===== src/design/psmc_pkg.sv =====
`default_nettype none
// ----------------------------------------------------------------------------
// psmc_pkg: shared types, constants and helpers
// Coordinate and size types, packet framing types and clamp functions for
// the mouse cursor tracker.
// ----------------------------------------------------------------------------
package psmc_pkg;

    localparam int COORD_BITS = 13;
    localparam int SIZE_BITS  = 14;
    // wide enough for a size, a coordinate plus a 9-bit move, and a sign
    localparam int CALC_BITS  = ((COORD_BITS > SIZE_BITS) ? COORD_BITS : SIZE_BITS) + 2;

    typedef logic [COORD_BITS-1:0]       t_coord;
    typedef logic [SIZE_BITS-1:0]        t_size;
    typedef logic signed [CALC_BITS-1:0] t_calc;

    localparam t_calc COORD_MAX    = t_calc'((64'd1 << COORD_BITS) - 64'd1);
    localparam t_size RESET_WIDTH  = t_size'(1024);
    localparam t_size RESET_HEIGHT = t_size'(768);

    // register indexes on the config port
    localparam logic REG_WIDTH  = 1'b0;
    localparam logic REG_HEIGHT = 1'b1;

    // header byte bit positions
    localparam int HDR_LEFT  = 0;
    localparam int HDR_RIGHT = 1;
    localparam int HDR_MID   = 2;
    localparam int HDR_SYNC  = 3;
    localparam int HDR_XSIGN = 4;
    localparam int HDR_YSIGN = 5;

    typedef enum logic [1:0] {
        PH_SYNC = 2'd0,
        PH_X    = 2'd1,
        PH_Y    = 2'd2
    } t_phase;

    typedef struct packed {
        logic       done;
        logic [7:0] hdr;
        logic [7:0] x_byte;
        logic [7:0] y_byte;
    } t_pkt;

    function automatic t_calc largest_coord(t_size size);
        t_calc m;
        if (size == '0) begin
            m = '0;
        end else begin
            m = t_calc'(size) - t_calc'(1);
        end
        if (m > COORD_MAX) begin
            m = COORD_MAX;
        end
        return m;
    endfunction

    function automatic t_coord clamp_coord(t_calc v, t_size size);
        t_calc m;
        t_calc r;
        m = largest_coord(size);
        if (v < 0) begin
            r = '0;
        end else if (v > m) begin
            r = m;
        end else begin
            r = v;
        end
        return t_coord'(r);
    endfunction

    function automatic t_coord recenter_coord(t_size size);
        return clamp_coord(t_calc'(size >> 1), size);
    endfunction

endpackage
`default_nettype wire


===== src/design/psmc_framer.sv =====
`default_nettype none
// ----------------------------------------------------------------------------
// psmc_framer: three-byte packet framer
// Tracks the packet phase on mouse bytes, holds the header and X byte, and
// flags the byte that completes a packet.
// ----------------------------------------------------------------------------
module psmc_framer (
    input  wire logic          i_clk,
    input  wire logic          i_rst_n,
    input  wire logic          i_vld,
    input  wire logic          i_step,
    input  wire logic [7:0]    i_byte,
    input  wire logic          i_aux,
    output psmc_pkg::t_pkt     o_pkt
);
    import psmc_pkg::*;

    t_phase     r_phase, n_phase;
    logic [7:0] r_hdr;
    logic [7:0] r_x_byte;
    logic       w_mouse;

    assign w_mouse = i_vld && i_aux;

    always_comb begin
        n_phase = r_phase;
        if (w_mouse) begin
            case (r_phase)
                PH_X:    n_phase = PH_Y;
                PH_Y:    n_phase = PH_SYNC;
                default: n_phase = i_byte[HDR_SYNC] ? PH_X : PH_SYNC;
            endcase
        end
    end

    always_comb begin
        o_pkt.done   = w_mouse && (r_phase == PH_Y);
        o_pkt.hdr    = r_hdr;
        o_pkt.x_byte = r_x_byte;
        o_pkt.y_byte = i_byte;
    end

    always_ff @(posedge i_clk) begin
        if (!i_rst_n) begin
            r_phase  <= PH_SYNC;
            r_hdr    <= '0;
            r_x_byte <= '0;
        end else if (i_step) begin
            r_phase <= n_phase;
            if (w_mouse) begin
                case (r_phase)
                    PH_X:    r_x_byte <= i_byte;
                    PH_Y:    ;
                    default: if (i_byte[HDR_SYNC]) r_hdr <= i_byte;
                endcase
            end
        end
    end

endmodule
`default_nettype wire


===== src/design/psmc_cursor.sv =====
`default_nettype none
// ----------------------------------------------------------------------------
// psmc_cursor: cursor position keeper
// Applies the signed X/Y moves of a packet, Y inverted, clamped to the
// screen size; recenters on request.
// ----------------------------------------------------------------------------
module psmc_cursor (
    input  wire logic            i_clk,
    input  wire logic            i_rst_n,
    input  wire logic            i_move,
    input  wire logic            i_recenter,
    input  wire psmc_pkg::t_pkt  i_pkt,
    input  wire psmc_pkg::t_size i_width,
    input  wire psmc_pkg::t_size i_height,
    output psmc_pkg::t_coord     o_next_x,
    output psmc_pkg::t_coord     o_next_y,
    output psmc_pkg::t_coord     o_pos_x,
    output psmc_pkg::t_coord     o_pos_y
);
    import psmc_pkg::*;

    t_coord r_pos_x, r_pos_y;
    t_calc  w_dx, w_dy;

    assign w_dx = t_calc'($signed({i_pkt.hdr[HDR_XSIGN], i_pkt.x_byte}));
    assign w_dy = t_calc'($signed({i_pkt.hdr[HDR_YSIGN], i_pkt.y_byte}));

    // screen row zero is at the top, so y moves the other way
    assign o_next_x = clamp_coord(t_calc'(r_pos_x) + w_dx, i_width);
    assign o_next_y = clamp_coord(t_calc'(r_pos_y) - w_dy, i_height);
    assign o_pos_x  = r_pos_x;
    assign o_pos_y  = r_pos_y;

    always_ff @(posedge i_clk) begin
        if (!i_rst_n) begin
            r_pos_x <= recenter_coord(RESET_WIDTH);
            r_pos_y <= recenter_coord(RESET_HEIGHT);
        end else if (i_recenter) begin
            r_pos_x <= recenter_coord(i_width);
            r_pos_y <= recenter_coord(i_height);
        end else if (i_move) begin
            r_pos_x <= o_next_x;
            r_pos_y <= o_next_y;
        end
    end

endmodule
`default_nettype wire


===== src/design/ps2_mouse_cursor_tracker.sv =====
`default_nettype none
// Takes one byte per cycle, unless the input is stalled, from a PS/2 controller
// (keyboard bytes are dropped), frames mouse bytes into three-byte packets and
// emits one word per packet with the clamped cursor position and the three
// buttons. A byte is latched in an input register; framing and the position
// update run when the held byte moves on and load the result register, so a
// packet's word passes the input register and then the result register.
// The input stall follows the output stall only when the held byte finishes
// a packet and the result register is still occupied. A write to either
// screen size register sets a pending recenter flag, which recenters the cursor.
// ----------------------------------------------------------------------------
// ps2_mouse_cursor_tracker: PS/2 mouse cursor tracker
// Packet framer, cursor position keeper and config registers behind a
// valid/stall input and output stage.
// ----------------------------------------------------------------------------
module ps2_mouse_cursor_tracker (
    input  wire logic                 i_clk,
    input  wire logic                 i_rst_n,
    input  wire logic                 i_in_valid,
    output logic                      o_in_stall,
    input  wire logic [7:0]           i_rx_byte,
    input  wire logic                 i_from_aux,
    output logic                      o_out_valid,
    input  wire logic                 i_out_stall,
    output psmc_pkg::t_coord          o_cursor_x,
    output psmc_pkg::t_coord          o_cursor_y,
    output logic                      o_left_button,
    output logic                      o_right_button,
    output logic                      o_middle_button,
    input  wire logic                 psel,
    input  wire logic                 penable,
    input  wire logic                 pwrite,
    input  wire logic [2:0]           paddr,
    input  wire logic [31:0]          pwdata,
    output logic [31:0]               prdata,
    output logic                      pready
);
    import psmc_pkg::*;

    logic       r_in_vld;
    logic [7:0] r_in_byte;
    logic       r_in_aux;
    logic       r_out_vld;
    t_coord     r_out_x, r_out_y;
    logic       r_out_left, r_out_right, r_out_mid;
    t_size      r_width, r_height;
    logic       r_recenter;

    logic   w_out_free, w_fire, w_accept, w_cfg_wr;
    t_pkt   w_pkt;
    t_coord w_next_x, w_next_y, w_pos_x, w_pos_y;

    psmc_framer u_framer (
        .i_clk   (i_clk),
        .i_rst_n (i_rst_n),
        .i_vld   (r_in_vld),
        .i_step  (w_fire),
        .i_byte  (r_in_byte),
        .i_aux   (r_in_aux),
        .o_pkt   (w_pkt)
    );

    psmc_cursor u_cursor (
        .i_clk      (i_clk),
        .i_rst_n    (i_rst_n),
        .i_move     (w_fire && w_pkt.done),
        .i_recenter (r_recenter),
        .i_pkt      (w_pkt),
        .i_width    (r_width),
        .i_height   (r_height),
        .o_next_x   (w_next_x),
        .o_next_y   (w_next_y),
        .o_pos_x    (w_pos_x),
        .o_pos_y    (w_pos_y)
    );

    // held byte moves on unless it finishes a packet and the result slot is full and stalled
    assign w_out_free = !r_out_vld || !i_out_stall;
    assign w_fire     = r_in_vld && (!w_pkt.done || w_out_free);
    assign o_in_stall = r_in_vld && !w_fire;
    assign w_accept   = i_in_valid && !o_in_stall;

    always_ff @(posedge i_clk) begin
        if (!i_rst_n) begin
            r_in_vld <= 1'b0;
        end else if (w_accept) begin
            r_in_vld <= 1'b1;
        end else if (w_fire) begin
            r_in_vld <= 1'b0;
        end
    end

    always_ff @(posedge i_clk) begin
        if (w_accept) begin
            r_in_byte <= i_rx_byte;
            r_in_aux  <= i_from_aux;
        end
    end

    always_ff @(posedge i_clk) begin
        if (!i_rst_n) begin
            r_out_vld <= 1'b0;
        end else if (w_fire && w_pkt.done) begin
            r_out_vld <= 1'b1;
        end else if (!i_out_stall) begin
            r_out_vld <= 1'b0;
        end
    end

    always_ff @(posedge i_clk) begin
        if (w_fire && w_pkt.done) begin
            r_out_x     <= w_next_x;
            r_out_y     <= w_next_y;
            r_out_left  <= w_pkt.hdr[HDR_LEFT];
            r_out_right <= w_pkt.hdr[HDR_RIGHT];
            r_out_mid   <= w_pkt.hdr[HDR_MID];
        end
    end

    assign o_out_valid     = r_out_vld;
    assign o_cursor_x      = r_out_x;
    assign o_cursor_y      = r_out_y;
    assign o_left_button   = r_out_left;
    assign o_right_button  = r_out_right;
    assign o_middle_button = r_out_mid;

    // config registers
    assign pready   = 1'b1;
    assign w_cfg_wr = psel && penable && pwrite && pready;

    always_ff @(posedge i_clk) begin
        if (!i_rst_n) begin
            r_width    <= RESET_WIDTH;
            r_height   <= RESET_HEIGHT;
            r_recenter <= 1'b0;
        end else begin
            r_recenter <= w_cfg_wr;
            if (w_cfg_wr) begin
                case (paddr[2])
                    REG_WIDTH:  r_width  <= pwdata[SIZE_BITS-1:0];
                    REG_HEIGHT: r_height <= pwdata[SIZE_BITS-1:0];
                    default:    ;
                endcase
            end
        end
    end

    always_comb begin
        case (paddr[2])
            REG_WIDTH:  prdata = 32'(r_width);
            REG_HEIGHT: prdata = 32'(r_height);
            default:    prdata = '0;
        endcase
    end

    // a completed packet always lands in the result register
    a_pkt_to_out: assert property (@(posedge i_clk) disable iff (!i_rst_n)
        (w_fire && w_pkt.done) |=> o_out_valid)
        else $error("completed packet did not produce a result word");

    // kept position stays on screen except while a recenter is pending
    a_pos_x_range: assert property (@(posedge i_clk) disable iff (!i_rst_n)
        !r_recenter |-> (t_calc'(w_pos_x) <= largest_coord(r_width)))
        else $error("cursor x beyond screen width");

    a_pos_y_range: assert property (@(posedge i_clk) disable iff (!i_rst_n)
        !r_recenter |-> (t_calc'(w_pos_y) <= largest_coord(r_height)))
        else $error("cursor y beyond screen height");

    // a held byte that ends no packet never stalls the input
    a_no_idle_stall: assert property (@(posedge i_clk) disable iff (!i_rst_n)
        (r_in_vld && !w_pkt.done) |-> !o_in_stall)
        else $error("input stalled on a byte that ends no packet");

endmodule
`default_nettype wire

===== config.mk =====
export PLATFORM = sky130hd
export DESIGN_NAME = ps2_mouse_cursor_tracker
export DESIGN_NICKNAME = d
export VERILOG_FILES = /design/src/design/psmc_pkg.sv /design/src/design/psmc_framer.sv /design/src/design/psmc_cursor.sv /design/src/design/ps2_mouse_cursor_tracker.sv
export SDC_FILE = /design/constraint.sdc
export NUM_CORES = 1
export LEC_CHECK = 0
export BUFFER_PORTS_ARGS = -buffer_cell sky130_fd_sc_hd__buf_2
export CAP_MARGIN = 20
export CORE_MARGIN = 5
export CORE_UTILIZATION = 50
export CTS_BUF_LIST = sky130_fd_sc_hd__clkbuf_8
export CTS_CLUSTER_DIAMETER = 100
export DETAILED_ROUTE_END_ITERATION = 8
export MAX_ROUTING_LAYER = met4
export PLACE_DENSITY_LB_ADDON = 0.2
export SLEW_MARGIN = 10
export SYNTH_ARGS = -nofsm -noshare
export SYNTH_HDL_FRONTEND = slang
export SYNTH_SLANG_ARGS = --single-unit

===== constraint.sdc =====
create_clock -name i_clk -period 7.5 [get_ports i_clk]
set_input_delay 0.375 -clock i_clk [delete_from_list [all_inputs] [get_ports i_clk]]
set_output_delay 0.375 -clock i_clk [all_outputs]
set_load 0.01 [all_outputs]

==> impl_metrics.csv, run 1 <==
group,metric,value,unit
route,drtPass1Iterations,5,
logic_synthesis,synth-seq-area-share,0.3013,
logic_synthesis,synth_compound_area_frac,0.1888,
logic_synthesis,synthXorXnorAreaFrac,0.04292,
cells_and_area,syn2layout_area_growth,6.963,%
cells_and_area,antenna_cells,0,
sta,period_needed,5.282,ns
power_and_ir_drop,peakVddDrop,0.00008642,V
critical_path,path_class,"flip-flop to flip-flop",
global_route,grt_max_degree,34,
route,drc,0,
cells_and_area,final_common_cell,"a21oi_1",
route,vias,7507,
placement,dp_worst_setup_slack,2.302,ns
sta,fin_crit_sh,0.7043,
route,wl_per_cell,17.81,um
die,rows,47,
logic_synthesis,synth_cells,1010,
die,initial_core_util,0.5132,
logic_synthesis,yosysWarnings,0,
global_route,track_usage,0.2364,
clocking,insertion_delay,0.40,ns
clocking,cts_tree,"done",
placement,portBuffers,75,
clocking,ctsHtreeMaxLevel,3,
global_route,grt_pass1_vias,6981,
logic_synthesis,synth_top_area_share,0.1682,
logic_synthesis,synthFlopType,"dfxtp_1",
critical_path,path_buf_inv,1,
placement,post_dp_cell_area,8985,sq um
power_and_ir_drop,combPwrFrac,0.302,
global_route,antenna_found_initial,0,
critical_path,critPathArrivalTime,5.42,ns
clocking,cts_setup_buffers,0,
logic_synthesis,synth_cell_types,78,
run,max_cap_violations,0,
logic_synthesis,synthArstFlopShare,0,
run_status,status,"finished, final reports clean",
cells_and_area,post-route-util,0.5489,
clocking,path_clk_slew,0.12,ns
logic_synthesis,synth_top_family_by_area,"compound AO/OA/AOI/OAI gates",
route,totalWireLength,22850,um
sta,hold_viol_final,0,
sta,max-slew-margin-rel,0.3323,
cells_and_area,drive_above_1_share,0.1308,
power_and_ir_drop,net-switching-power,505.1,uW
sta,final.setup.worst_slack,2.218,ns
power_and_ir_drop,p_clk_frac,0.243,
cells_and_area,final_cell_mix,"a21oi_1 (103), nand2_1 (102), ha_1 (87)",
die,die_y,140.9,um
power_and_ir_drop,p_per_area,157.5,nW/um^2
route,routed_via_density,5.851,
die,die_area,19860,sq um
sta,fmax,189.3,MHz
logic_synthesis,synth_area_leader_cell,"dfxtp_1",
clocking,postCtsResizedCells,0,
critical_path,timing.critical_path.slowest_stage_cell,"mux2i_1",
die,die_x,140.9,um
clocking,numCtsBuffers,9,
die,io_pins,115,
route,drt_iter0_markers,623,
die,core-area,16700,sq um
sta,finalSetupViolations,0,
clocking,postCtsHoldBufs,0,
critical_path,critPathTopFamily,"compound AO/OA/AOI/OAI gates",
logic_synthesis,synthTopCellsByArea,"dfxtp_1 (17%), edfxtp_1 (13%), ha_1 (13%)",
global_route,grt_pass1_wl,36580,um
hold_path,hp-class,"input port to flip-flop",
logic_synthesis,synth.area.mux_share,0.08146,
sta,setup-tns-final,0,ns
critical_path,critPathMaxFanout,10,
critical_path,crit_path_max_incr_delay,0.56,ns
critical_path,endpoint_kind,"flip-flop",
route,ant_nets,0,
sta,skew,0.01937,ns
logic_synthesis,synth_seq_cells,110,
critical_path,cpMostUsedCell,"ha_1",
power_and_ir_drop,internal-power,938.4,uW
logic_synthesis,synth_edf_count,38,
logic_synthesis,synth_fa_ha_area_frac,0.1317,
placement,finalWeightedCongestion,0.9107,
sta,slew_viol_final,0,
sta,worstMarginPinSlew,0.9995,ns
power_and_ir_drop,p_sw_frac,0.3499,
critical_path,cp-start-kind,"flip-flop",
critical_path,cp.required,7.64,ns
sta,rsz0062_at_grt,"false",
logic_synthesis,synth.cell_area,8571,sq um
clocking,cts.sinks,110,
logic_synthesis,avgSynthCellArea,8.486,sq um
cells_and_area,finalInstanceArea,9168,sq um
placement,hpwl,17570,um
logic_synthesis,synth_simple_gate_area_frac,0.1829,
power_and_ir_drop,pwr-share-seq,0.455,
power_and_ir_drop,power.leakage,0.003988,uW
cells_and_area,fin_nets,1198,
critical_path,path_cells,"ha_1 > inv_1 > fa_1 > a211oi_1 > o21ai_0 > a311oi_1 > o21bai_1 > a21oi_1 > xor2_1 > ha_1 > nand4_1 > nor4_1 > a221oi_1 > a41oi_1 > a21o_1 > nand3_1 > mux2i_1 > nor2_1",
clocking,clock_path_buffers,2,
global_route,grt.overflow.total,0,
clocking,ctsRootBufferMaster,"clkbuf_8",
==> worst reg2reg max path, delay by kind of cell (launching register included) <==
kind / cells / cell delay, ns
adders and majority gates: 3 / 0.81
DFF: 1 / 0.42
muxes: 1 / 0.57
and+or+nand+nor: 4 / 1.11
AOI/OAI and AO/OA: 8 / 1.83
buffers and inverters: 1 / 0.05
xor gates and xnor gates: 1 / 0.25
==> power by group through the flow <==
stage	Clock [uW]	Combinational, uW	Sequential (uW)
2_1_floorplan	0	347	661
3_3_place_gp	0	425	671
3_5_place_dp	0	429	671
4_1_cts	359	431	657
5_1_grt	383	483	659
6_report	350	436	657
==> routing by layer <==
layer  share of wire  track usage  up-vias
met5               0            -        -
met4           0.031      0.09230        0
met3           0.049      0.02675       52
met2            0.46       0.3664      226
met1            0.46       0.3180     3521
li1                -            -     3708
==> metrics by stage <==
| stage | hold WS (ns) | std cells | power [uW] |
|---|---|---|---|
| after floorplan | 0.4076 | 1031 | 1009 |
| after global placement | 0.4156 | 1267 | 1095 |
| after detailed placement | 0.4145 | 1267 | 1099 |
| after CTS | 0.1273 | 1283 | 1447 |
| after global routing | 0.1230 | 1283 | 1526 |
| final | 0.1384 | 1283 | 1444 |
==> flip-flops by register name, indices dropped and copies added, names as in the netlist, 2 cells and up <==
signal             cells
r_height              14
r_width               14
o_cursor_x            13
o_cursor_y            13
u_cursor.o_pos_x      13
u_cursor.o_pos_y      13
r_in_byte              8
u_framer.r_x_byte      8
u_framer.r_hdr         5
u_framer.r_phase       2
==> worst paths after layout <==
path                          start            end  slack, ns  cells after the start
hold / removal         i_rx_byte[5]   r_in_byte[5]       0.14                      1
setup reg to reg       r_in_byte[0]  o_cursor_y[7]       2.22                     18
hold reg to reg   u_framer.r_hdr[0]  o_left_button       0.45                      0
setup / recovery       r_in_byte[0]  o_cursor_y[7]       2.22                     18
==> cell usage after synthesis, drive strengths merged (3+ instances only) <==
cell type / number
a31oi: 15
or3: 9
ha: 87
o22ai: 3
a21oi: 103
nor2b: 13
o31ai: 5
o21ai: 40
a21boi: 5
xor2: 13
o21bai: 7
o221ai: 5
o211ai: 5
mux2: 24
nand2: 103
nand2b: 7
nor3: 22
a211oi: 7
and3: 9
nand4: 12
a221oi: 12
nor4: 9
nor2: 83
mux2i: 42
o21a: 8
inv: 61
nand3: 27
clkbuf: 36
buf: 30
or4: 9
dfxtp: 72
xnor2: 29
or2: 3
a21o: 16
edfxtp: 38
and2: 5
==> logic make-up (layout without fill, tap and decap cells) <==
group / count (synthesis) / count (layout)
fa+ha+maj: 89 / 89
compound gates: 253 / 253
xor+xnor: 42 / 42
other cells: 2 / 23
flops: 110 / 110
mux: 66 / 66
buf+inv: 128 / 160
simple gates: 320 / 320
==> cell type report <==
type,count,area (sq um)
clock inverter,7,58.81
fill,1623,7533
sequential,110,2582
tap,220,275.3
inverter,62,232.7
clock buffer,9,123.9
timing repair buffer,82,427.9
multi-input combinational,793,5466
No activity file was read; power rests on OpenSTA's default activity.
==> run 2, diff against run 1 <==
--- a/config.mk
+++ b/config.mk
@@ -5,6 +5,7 @@
 export SDC_FILE = /design/constraint.sdc
 export NUM_CORES = 1
 export LEC_CHECK = 0
+export ABC_AREA = 1
 export BUFFER_PORTS_ARGS = -buffer_cell sky130_fd_sc_hd__buf_2
 export CAP_MARGIN = 20
 export CORE_MARGIN = 5
==> constraint.sdc (replaced) <==
create_clock -name i_clk -period 5 [get_ports i_clk]
set_input_delay 0.25 -clock i_clk [delete_from_list [all_inputs] [get_ports i_clk]]
set_output_delay 0.25 -clock i_clk [all_outputs]
set_load 0.01 [all_outputs]
==> run 2 against run 1 <==
Effect of this change: cell count increased by 12%; critical path depth rose by 12; count of clock-buffer cells in the layout unchanged; flip-flop and latch count is the same; synthesized cell count grew 13%; highest routed layer unchanged.
==> impl_metrics.csv, run 2 <==
group,metric,value,unit
run_status,status,"finished, final reports clean",
route,wl_met1,10420,um
power_and_ir_drop,power.leakage,0.004542,uW
critical_path,timing.critical_path.slowest_stage_cell,"edfxtp_1",
route,ant_nets,0,
global_route,grt_max_degree,65,
sta,slew_viol_final,0,
cells_and_area,antenna_cells,0,
critical_path,crit_path_max_incr_delay,0.41,ns
logic_synthesis,synthMostInstantiatedCell,"nand2_1",
clocking,ctsRootBufferMaster,"clkbuf_8",
route,drc,0,
clocking,cts.sinks,110,
die,core-area,16470,sq um
route,routed_via_density,5.433,
die,die_x,139.2,um
logic_synthesis,synthTopCellsByArea,"dfxtp_1 (17%), edfxtp_1 (14%), ha_1 (13%)",
critical_path,path_class,"flip-flop to flip-flop",
critical_path,critPathArrivalTime,4.71,ns
sta,hold_viol_final,0,
logic_synthesis,synth_cell_types,50,
clocking,cts_tree,"done",
power_and_ir_drop,finalPower,2609,uW
logic_synthesis,avgSynthCellArea,7.285,sq um
die,initial_core_util,0.5066,
clocking,numCtsBuffers,9,
cells_and_area,finish.cell_count_without_fillers,1438,
power_and_ir_drop,p_per_area,283.9,nW/um^2
critical_path,critPathMaxFanout,14,
cells_and_area,final_common_cell,"nand2_1",
power_and_ir_drop,p_sw_frac,0.3882,
logic_synthesis,synth_edf_count,38,
sta,rsz0062_at_grt,"false",
hold_path,hp-class,"input port to flip-flop",
placement,portBuffers,75,
sta,whs,0.02124,ns
global_route,grt_pass1_vias,7282,
run,max_cap_violations,0,
logic_synthesis,synth_top_area_share,0.1728,
sta,setup-tns-final,0,ns
logic_synthesis,synthFlopType,"dfxtp_1",
logic_synthesis,synth_area_leader_cell,"dfxtp_1",
sta,period_needed,4.534,ns
route,vias,7813,
global_route,track_usage,0.2335,
placement,dp.cells,1415,
critical_path,endpoint_kind,"flip-flop",
die,io_pins,115,
placement,finalWeightedCongestion,0.9785,
cells_and_area,syn2layout_area_growth,10.17,%
logic_synthesis,synthArstFlopShare,0,
critical_path,critPathTopFamily,"simple AND/OR/NAND/NOR gates",
route,top_layer_used,"met4",
global_route,grt.overflow.total,0,
logic_synthesis,synth.cell_area,8342,sq um
sta,skew,0.01975,ns
logic_synthesis,synth-seq-area-share,0.3096,
critical_path,cp-start-kind,"flip-flop",
route,totalWireLength,22090,um
route,drtPass1Iterations,5,
cells_and_area,drive_above_1_share,0.1223,
power_and_ir_drop,combPwrFrac,0.367,
power_and_ir_drop,p_clk_frac,0.247,
cells_and_area,post-route-util,0.5581,
cells_and_area,top_regs,"r_height (14), r_width (14)",
logic_synthesis,synth_commonest_cells,"nand2_1 (174), inv_1 (140), o21ai_0 (137)",
cells_and_area,fin_nets,1353,
die,die_area,19370,sq um
die,die_y,139.2,um
logic_synthesis,synth_cells,1145,
die,rows,47,
logic_synthesis,yosysWarnings,0,
route,wl_per_cell,15.36,um
clocking,clock_path_buffers,2,
sta,fmax,220.6,MHz
cells_and_area,final_cell_mix,"nand2_1 (174), inv_1 (140), o21ai_0 (137)",
placement,hpwl,16820,um
power_and_ir_drop,internal-power,1596,uW
power_and_ir_drop,net-switching-power,1013,uW
sta,max-slew-margin-rel,0.3292,
sta,fin_crit_sh,0.9067,
power_and_ir_drop,pwr-share-seq,0.386,
route,wl_met3,1046,um
critical_path,cp.required,5.18,ns
critical_path,path_buf_inv,5,
logic_synthesis,synth_seq_cells,110,
route,met2_length,10250,um
clocking,insertion_delay,0.41,ns
global_route,antenna_found_initial,0,
critical_path,cpMostUsedCell,"nand2_1",
clocking,path_clk_slew,0.12,ns
global_route,grt_pass1_wl,36140,um
sta,finalSetupViolations,0,
sta,worstMarginPinSlew,1.005,ns
power_and_ir_drop,peakVddDrop,0.0001594,V
clocking,ctsHtreeMaxLevel,3,
route,drt_iter0_markers,620,
-- run 2: path summary, 6_finish.rpt --
kind,from,endpoint,slack (ns),depth (start not counted)
hold reg to reg,u_framer.r_hdr[1],o_right_button,0.44,0
hold / removal,i_rx_byte[1],r_in_byte[1],0.02,1
setup reg to reg,r_in_byte[0],o_cursor_y[8],0.47,30
setup / recovery,r_in_byte[0],o_cursor_y[8],0.47,30
-- run 2: worst register-to-register path: cells and delay by family, from the launching register on --
kind	cells	cell delay, ns
AO/OA/AOI/OAI	1	0.17
XOR/XNOR	1	0.20
adder cells (fa/ha/maj)	3	0.96
buffers and inverters	5	0.52
flip-flops	1	0.41
AND/OR/NAND/NOR	20	2.05
-- run 2: layout make-up --
type	count	area [sq um]
multi-input cells	847	4984
clock buffers	9	123.9
well taps	220	275.3
inverters	148	555.5
flip-flops and latches	110	2582
clock inverters	7	111.4
repair buffers	97	558.0
fillers	1610	7276
-- run 2: routing by layer --
| metal | vias to the layer above | GRT usage |
|---|---|---|
| li1 | 3986 | - |
| met1 | 3595 | 0.3104 |
| met2 | 202 | 0.3779 |
| met3 | 30 | 0.02724 |
| met4 | 0 | 0.06591 |
| met5 | - | - |
-- run 2: repair_timing --
item | 4_1_cts | 5_1_grt
buffers inserted | 0 | 0
endpoints found under the setup margin | 0 | 26
resized for setup | 0 | 4
endpoints found under the hold margin | 0 | 7
hold buffers | 0 | 7
-- run 2: cells by family after synthesis --
| family | after synthesis | share of synthesized area |
|---|---|---|
| AO/OA/AOI/OAI | 304 | 0.1936 |
| XOR/XNOR | 33 | 0.03465 |
| adder cells (fa/ha/maj) | 89 | 0.1353 |
| buffers and inverters | 209 | 0.1063 |
| flip-flops | 110 | 0.3096 |
| other | 2 | 0.0009003 |
| AND/OR/NAND/NOR | 398 | 0.2196 |
-- run 2: power by group through the flow --
stage	logic (uW)	clock network [uW]	registers, uW
6_report	956	646	1010
4_1_cts	930	651	1010
5_1_grt	1090	694	1010
2_1_floorplan	730	0	1020
3_3_place_gp	908	0	1030
3_5_place_dp	926	0	1030
-- run 2: through the flow --
stage | setup slack (ns) | area, sq um
detailed placement | 0.2092 | 8864
global placement | 0.3034 | 8864
CTS | 0.1888 | 9099
global route | 0.001325 | 9190
floorplan | 0.9347 | 8421
finish | 0.4663 | 9190
